## src/hdl/spq_pkg.sv

```systemverilog
// Shared types and constants for the stable priority queue.
package spq_pkg;

    localparam int KEY_BITS     = 16;
    localparam int PAYLOAD_BITS = 8;
    localparam int COUNT_BITS   = 5;

    // Operation codes
    localparam logic OP_INSERT = 1'b0;
    localparam logic OP_REMOVE = 1'b1;

    typedef struct packed {
        logic                    op;
        logic [KEY_BITS-1:0]     key;
        logic [PAYLOAD_BITS-1:0] payload;
    } spq_req_t;

    typedef struct packed {
        logic                    removed_valid;
        logic [KEY_BITS-1:0]     removed_key;
        logic [PAYLOAD_BITS-1:0] removed_payload;
        logic                    overflow;
        logic                    is_empty;
        logic [KEY_BITS-1:0]     head_key;
        logic [COUNT_BITS-1:0]   entry_count;
    } spq_res_t;

    // Commands from the controller to the datapath
    typedef struct packed {
        logic latch;   // capture the incoming request
        logic exec;    // apply the held request and load the result register
    } spq_cmd_t;

endpackage

```

## src/hdl/spq_ctrl.sv

```systemverilog
// Controller: request handshake, sequencing and result valid.
module spq_ctrl (
    input  logic            clk,
    input  logic            rst_n,
    input  logic            req_valid,
    output logic            req_stall,
    output logic            res_valid,
    input  logic            res_stall,
    output spq_pkg::spq_cmd_t cmd
);
    import spq_pkg::*;

    localparam logic ST_IDLE = 1'b0;
    localparam logic ST_EXEC = 1'b1;

    logic state_reg, state_next;
    logic res_valid_reg, res_valid_next;
    logic accept;
    logic exec;

    // Handshake: one request held at a time
    assign req_stall = (state_reg != ST_IDLE);
    assign accept    = req_valid && !req_stall;
    assign exec      = (state_reg == ST_EXEC) && (!res_valid_reg || !res_stall);

    assign cmd.latch = accept;
    assign cmd.exec  = exec;
    assign res_valid = res_valid_reg;

    // Next state
    always_comb
    begin
        state_next = state_reg;
        unique case (state_reg)
            ST_IDLE:
            begin
                if (accept)
                    state_next = ST_EXEC;
            end
            ST_EXEC:
            begin
                if (exec)
                    state_next = ST_IDLE;
            end
            default: state_next = ST_IDLE;
        endcase
    end

    // Result valid: set on execution, cleared when taken
    always_comb
    begin
        res_valid_next = res_valid_reg;
        priority if (exec)
            res_valid_next = 1'b1;
        else if (!res_stall)
            res_valid_next = 1'b0;
    end

    always_ff @(posedge clk or negedge rst_n)
    begin
        if (!rst_n)
        begin
            state_reg     <= ST_IDLE;
            res_valid_reg <= 1'b0;
        end
        else
        begin
            state_reg     <= state_next;
            res_valid_reg <= res_valid_next;
        end
    end

endmodule

```

## src/hdl/spq_dp.sv

```systemverilog
// Datapath: sorted row of entry cells, request and result registers.
module spq_dp #(
    parameter int CAPACITY = 16
) (
    input  logic              clk,
    input  logic              rst_n,
    input  spq_pkg::spq_cmd_t cmd,
    input  spq_pkg::spq_req_t req,
    output spq_pkg::spq_res_t res
);
    import spq_pkg::*;

    localparam int CNT_W = $clog2(CAPACITY + 1);

    spq_req_t                req_reg;
    spq_res_t                res_reg, res_next;
    logic [KEY_BITS-1:0]     keys_reg [CAPACITY];
    logic [KEY_BITS-1:0]     keys_next [CAPACITY];
    logic [PAYLOAD_BITS-1:0] pays_reg [CAPACITY];
    logic [PAYLOAD_BITS-1:0] pays_next [CAPACITY];
    logic [CNT_W-1:0]        count_reg, count_next;
    logic [CAPACITY-1:0]     le;
    logic                    full;
    logic                    prev_le;

    assign full = (count_reg == CNT_W'(CAPACITY));
    assign res  = res_reg;

    // Per-cell compare: occupied and key <= new key
    always_comb
    begin
        for (int i = 0; i < CAPACITY; i++)
            le[i] = (CNT_W'(i) < count_reg) && (keys_reg[i] <= req_reg.key);
    end

    // Cell update and result
    always_comb
    begin
        prev_le    = 1'b1;
        count_next = count_reg;
        res_next   = '0;
        for (int i = 0; i < CAPACITY; i++)
        begin
            keys_next[i] = keys_reg[i];
            pays_next[i] = pays_reg[i];
        end

        unique case (req_reg.op)
            OP_INSERT:
            begin
                if (full)
                    res_next.overflow = 1'b1;
                else
                begin
                    // A cell keeps its entry, takes the new one, or takes its left neighbor
                    for (int i = 0; i < CAPACITY; i++)
                    begin
                        if (i == 0)
                            prev_le = 1'b1;
                        else
                            prev_le = le[i-1];
                        if (!le[i])
                        begin
                            if (prev_le)
                            begin
                                keys_next[i] = req_reg.key;
                                pays_next[i] = req_reg.payload;
                            end
                            else
                            begin
                                keys_next[i] = keys_reg[i-1];
                                pays_next[i] = pays_reg[i-1];
                            end
                        end
                    end
                    count_next = count_reg + CNT_W'(1);
                end
            end
            OP_REMOVE:
            begin
                if (count_reg != '0)
                begin
                    res_next.removed_valid   = 1'b1;
                    res_next.removed_key     = keys_reg[0];
                    res_next.removed_payload = pays_reg[0];
                    for (int i = 0; i < CAPACITY - 1; i++)
                    begin
                        keys_next[i] = keys_reg[i+1];
                        pays_next[i] = pays_reg[i+1];
                    end
                    count_next = count_reg - CNT_W'(1);
                end
            end
            default: ;
        endcase

        // Status after the step
        res_next.is_empty    = (count_next == '0);
        res_next.head_key    = (count_next == '0) ? '0 : keys_next[0];
        res_next.entry_count = COUNT_BITS'(count_next);
    end

    // Entry count
    always_ff @(posedge clk or negedge rst_n)
    begin
        if (!rst_n)
            count_reg <= '0;
        else if (cmd.exec)
            count_reg <= count_next;
    end

    // Entry cells, request and result registers
    always_ff @(posedge clk)
    begin
        if (cmd.latch)
            req_reg <= req;
        if (cmd.exec)
        begin
            res_reg <= res_next;
            for (int i = 0; i < CAPACITY; i++)
            begin
                keys_reg[i] <= keys_next[i];
                pays_reg[i] <= pays_next[i];
            end
        end
    end

endmodule

```

## src/hdl/stable_priority_queue_top.sv

```systemverilog
// Stable priority queue: an accepted request is latched, then executed once the output
// register is free, and its result registered; a new request is taken only after the
// held one has executed. An insert shifts the cells behind its place, a remove the whole
// row. A finished result waits in the output register while the next request is taken.
// Reset (rst_n low, asynchronous) empties the queue; entry contents are not cleared.
module stable_priority_queue_top #(
    parameter int CAPACITY = 16
) (
    input  logic              clk,
    input  logic              rst_n,
    input  logic              req_valid,
    output logic              req_stall,
    input  spq_pkg::spq_req_t req,
    output logic              res_valid,
    input  logic              res_stall,
    output spq_pkg::spq_res_t res
);
    import spq_pkg::*;

    spq_cmd_t cmd;

    spq_ctrl u_ctrl (
        .clk       (clk),
        .rst_n     (rst_n),
        .req_valid (req_valid),
        .req_stall (req_stall),
        .res_valid (res_valid),
        .res_stall (res_stall),
        .cmd       (cmd)
    );

    spq_dp #(
        .CAPACITY (CAPACITY)
    ) u_dp (
        .clk   (clk),
        .rst_n (rst_n),
        .cmd   (cmd),
        .req   (req),
        .res   (res)
    );

endmodule

```

## config.mk

```make
export PLATFORM = sky130hd
export DESIGN_NAME = stable_priority_queue_top
export DESIGN_NICKNAME = d
export VERILOG_FILES = /design/src/hdl/spq_pkg.sv /design/src/hdl/spq_ctrl.sv /design/src/hdl/spq_dp.sv /design/src/hdl/stable_priority_queue_top.sv
export SDC_FILE = /design/constraint.sdc
export NUM_CORES = 1
export LEC_CHECK = 0
export BUFFER_PORTS_ARGS = -buffer_cell sky130_fd_sc_hd__buf_4
export CORE_MARGIN = 2
export CORE_UTILIZATION = 55
export DETAILED_ROUTE_END_ITERATION = 16
export GPL_TIMING_DRIVEN = 0
export HOLD_SLACK_MARGIN = 0.03
export PLACE_DENSITY = 0.79
export SKIP_CTS_REPAIR_TIMING = 1
export SYNTH_ARGS = -nofsm -noshare
export SYNTH_HDL_FRONTEND = slang
export SYNTH_SLANG_ARGS = --single-unit
```

## constraint.sdc

```tcl
create_clock -name clk -period 9.4 [get_ports clk]
set_input_delay 0 -clock clk [delete_from_list [all_inputs] [get_ports clk]]
set_output_delay 0 -clock clk [all_outputs]
set_load 0.005 [all_outputs]
```

==> metrics.md <==
| Metric | Value |
|---|---|
| Setup-failing EPs final | 0 |
| DRC Markers | 0 |
| Htree depth | 2 |
| Effective utilization at floorplan | 55.5% |
| Crit end category | flop |
| Met3 WL | 17500 µm |
| Routed len/inst | 30.1 µm |
| Critical path's top delay family | buffers and inverters |
| Crit path cell chain | inv_1 -> ha_1 -> nand4_1 -> nor3b_1 -> or2_2 -> buf_2 -> buf_2 -> a21boi_4 -> buf_12 |
| Met1 WL | 43500 µm |
| # IOs | 79 |
| Post-synth top area cell | edfxtp_1 |
| Minimum clock period | 5.30 ns |
| Die width | 237 µm |
| WS Path Type | reg2reg |
| Footprint of the multi-input gates | 14900 µm² |
| Mean Syn Cell Area | 10.2 µm² |
| FF+latch count, synth | 464 |
| Most common cell after layout, fill and taps aside | nand2_1 |
| Vias in the first global route | 26800 |
| Run status | finished clean |
| Bufs on Longest Clock Path | 3 |
| EDFF count, synth | 457 |
| Register Area | 13900 µm² |
| Clock transition at the registers of the reported paths | 0.06 ns |
| Yosys top cell area share | 45.9% |
| VDD IR-drop max | 0.157 mV |
| Post-layout net count | 3381 |
| Cell count after synthesis | 2924 |
| CTS Root Cell | clkbuf_16 |
| Post-Route WL | 116000 µm |
| Data required, critical path | 9.75 ns |
| CTS buffer count | 53 |
| CP Buf/Inv Count | 4 |
| Initial antenna violation count | 4 |
| Fraction of layout instances using a drive strength above 1 | 8.67% |
| Slew Limit Fails | 0 |
| Pin count of the biggest net entering global routing | 70 |
| Rel. slew slack | 3.27% |
| Vias | 28200 |
| Gr ovfl total | 0 |
| Worst Tran Pin Value | 1.44 ns |
| Max Cap Viol | 0 |
| RSZ-0062 raised after global routing | false |
| Startpoint Class | flop |
| Synthesized area | 29900 µm² |
| Synth area leaders | edfxtp_1 (46%), ha_1 (11%), o211ai_1 (7.2%) |
| Pleak | 12.8 nW |
| Slowest stage delay, CP | 1.16 ns |
| Ys flop type | edfxtp_1 |
| Worst skew pair latency | 0.63 ns |
| GP Congestion | 1.03 |
| Ys async rst share | 1.51% |
| Synth warnings | 0 |
| Buffers on Ports | 78 |
| Met2 wire length | 48200 µm |
| Clk_skew | 0.0219 ns |
| Via density | 7.36 |
| Detail Placement HPWL | 84600 µm |
| CTS tree | built |
| HP Class | in2reg |
| Commonest non-fill, non-tap cells in the layout | nand2_1 (473), edfxtp_1 (457), o211ai_1 (286) |
| Sequential fraction of the synthesis area | 46.5% |
| Max reg flops | 256 |
| Max Clock Freq | 189 MHz |
| First-pass GRT wire length | 167000 µm |
| Netlist cell types | 77 |
| PD cells | 284 nW/µm² |
| CTS sink cnt | 464 |
| Syn_nets | 3212 |
| Final Hold Fails | 0 |
| Top Metal Used | met5 |
| Slowest stage cell on the critical path | nor3b_1 |
| CP Data Arrival Time | 5.65 ns |
| GRT Overall Usage | 40.1% |
| Crit share post-route | 56.4% |
| Filler Cell Count | 4396 |
| Site Rows | 85 |
| Area delta synth->final | 12.5% |
| Iteration count of the initial detailed-routing pass | 8 |
| Die area | 56200 µm² |
| Setup Total Neg Slack | 0 ns |
| Iter 0 DRT Violations | 4480 |
| Worst-path maximum fanout | 22 |
| Post-route ant nets | 0 |
| Worst hold slack | 0.104 ns |
| CP most frequent cell | buf_2 |
| Chip height | 237 µm |
| Core area | 53800 µm² |
path summary, 6_finish.rpt:
| check | startpoint | to | slack, ns | cells after the start |
|---|---|---|---|---|
| worst max-delay path | u_dp.req_reg[9]$_DFFE_PP_ | u_dp.pays_reg[1][41]$_DFFE_PP_ | 4.10 | 9 |
| worst min-delay path | req[6] | u_dp.req_reg[6]$_DFFE_PP_ | 0.10 | 2 |
| worst max register to register | u_dp.req_reg[9]$_DFFE_PP_ | u_dp.pays_reg[1][41]$_DFFE_PP_ | 4.10 | 9 |
| worst min register to register | u_ctrl.res_valid$_DFFE_PN0P_ | u_ctrl.res_valid$_DFFE_PN0P_ | 0.55 | 2 |
| max in group asynchronous | rst_n | u_dp.count_reg[4]$_DFFE_PN0P_ | 8.71 | 3 |
| min in group asynchronous | rst_n | u_dp.count_reg[3]$_DFFE_PN0P_ | 0.42 | 3 |
layer usage:
layer / track usage [%] / up-vias
li1: - / 11900
met1: 54.0 / 13600
met3: 12.2 / 413
met2: 58.2 / 2387
met5: 0 / -
met4: 20.9 / 2
synth_stat cells, drive strengths merged (10+ instances only):
master / number
nand2: 473
edfxtp: 457
o211ai: 286
ha: 259
nand3: 215
clkbuf: 192
a221o: 164
nor3: 150
a21oi: 98
o21ai: 79
buf: 64
a21o: 54
inv: 47
nand4: 42
and3: 41
nor2: 39
mux2i: 25
nor2b: 20
a31oi: 17
and2: 17
a21boi: 16
a311oi: 16
o21a: 13
a211oi: 11
o311ai: 11
or2: 10
cells by family after synthesis:
family / share of synthesized area, %
buf+inv: 4.12
compound gates: 21.2
fa+ha+maj: 10.8
xor+xnor: 0.0586
simple gates: 16.4
flops: 46.5
mux: 0.875
power breakdown:
part / leakage [nW] / switching [mW] / internal (mW) / total (mW)
Combinational: 7.54 / 2.55 / 1.33 / 3.88
Sequential: 4.41 / 0.489 / 3.09 / 3.57
Clock: 0.834 / 0.925 / 1.17 / 2.09
Total: 12.8 / 3.97 / 5.58 / 9.55
metrics by stage:
stage / instance area, µm² / setup slack (ns) / total power, mW / utilization (%) / instances
6_report: 33600 / 4.10 / 9.55 / 62.5 / 3836
4_1_cts: 33300 / 4.36 / 9.32 / 61.9 / 3805
2_1_floorplan: 29900 / 4.61 / 5.86 / - / 2924
3_3_place_gp: 31300 / 1.25 / 7.06 / 58.2 / 3698
5_1_grt: 33600 / 4.16 / 9.89 / 62.4 / 3834
3_5_place_dp: 31600 / 4.38 / 7.25 / 58.7 / 3705
layout make-up:
type	instances	area share, %
antenna	2	0.0149
tap	696	2.59
clock inverter	40	0.894
multi-input combinational	2156	44.3
timing repair buffer	114	2.99
clock buffer	60	4.21
buffer	256	3.12
inverter	48	0.547
sequential	464	41.4
worst register-to-register path, delay by kind of cell, from the launching register on:
family                     cells  cell delay (ns)
AOI/OAI and AO/OA              1             0.14
DFF                            1             0.91
adders and majority gates      1             0.61
and+or+nand+nor                3             1.66
buffers and inverters          4             1.68
Note: power is estimated with default switching activity, not from simulation.
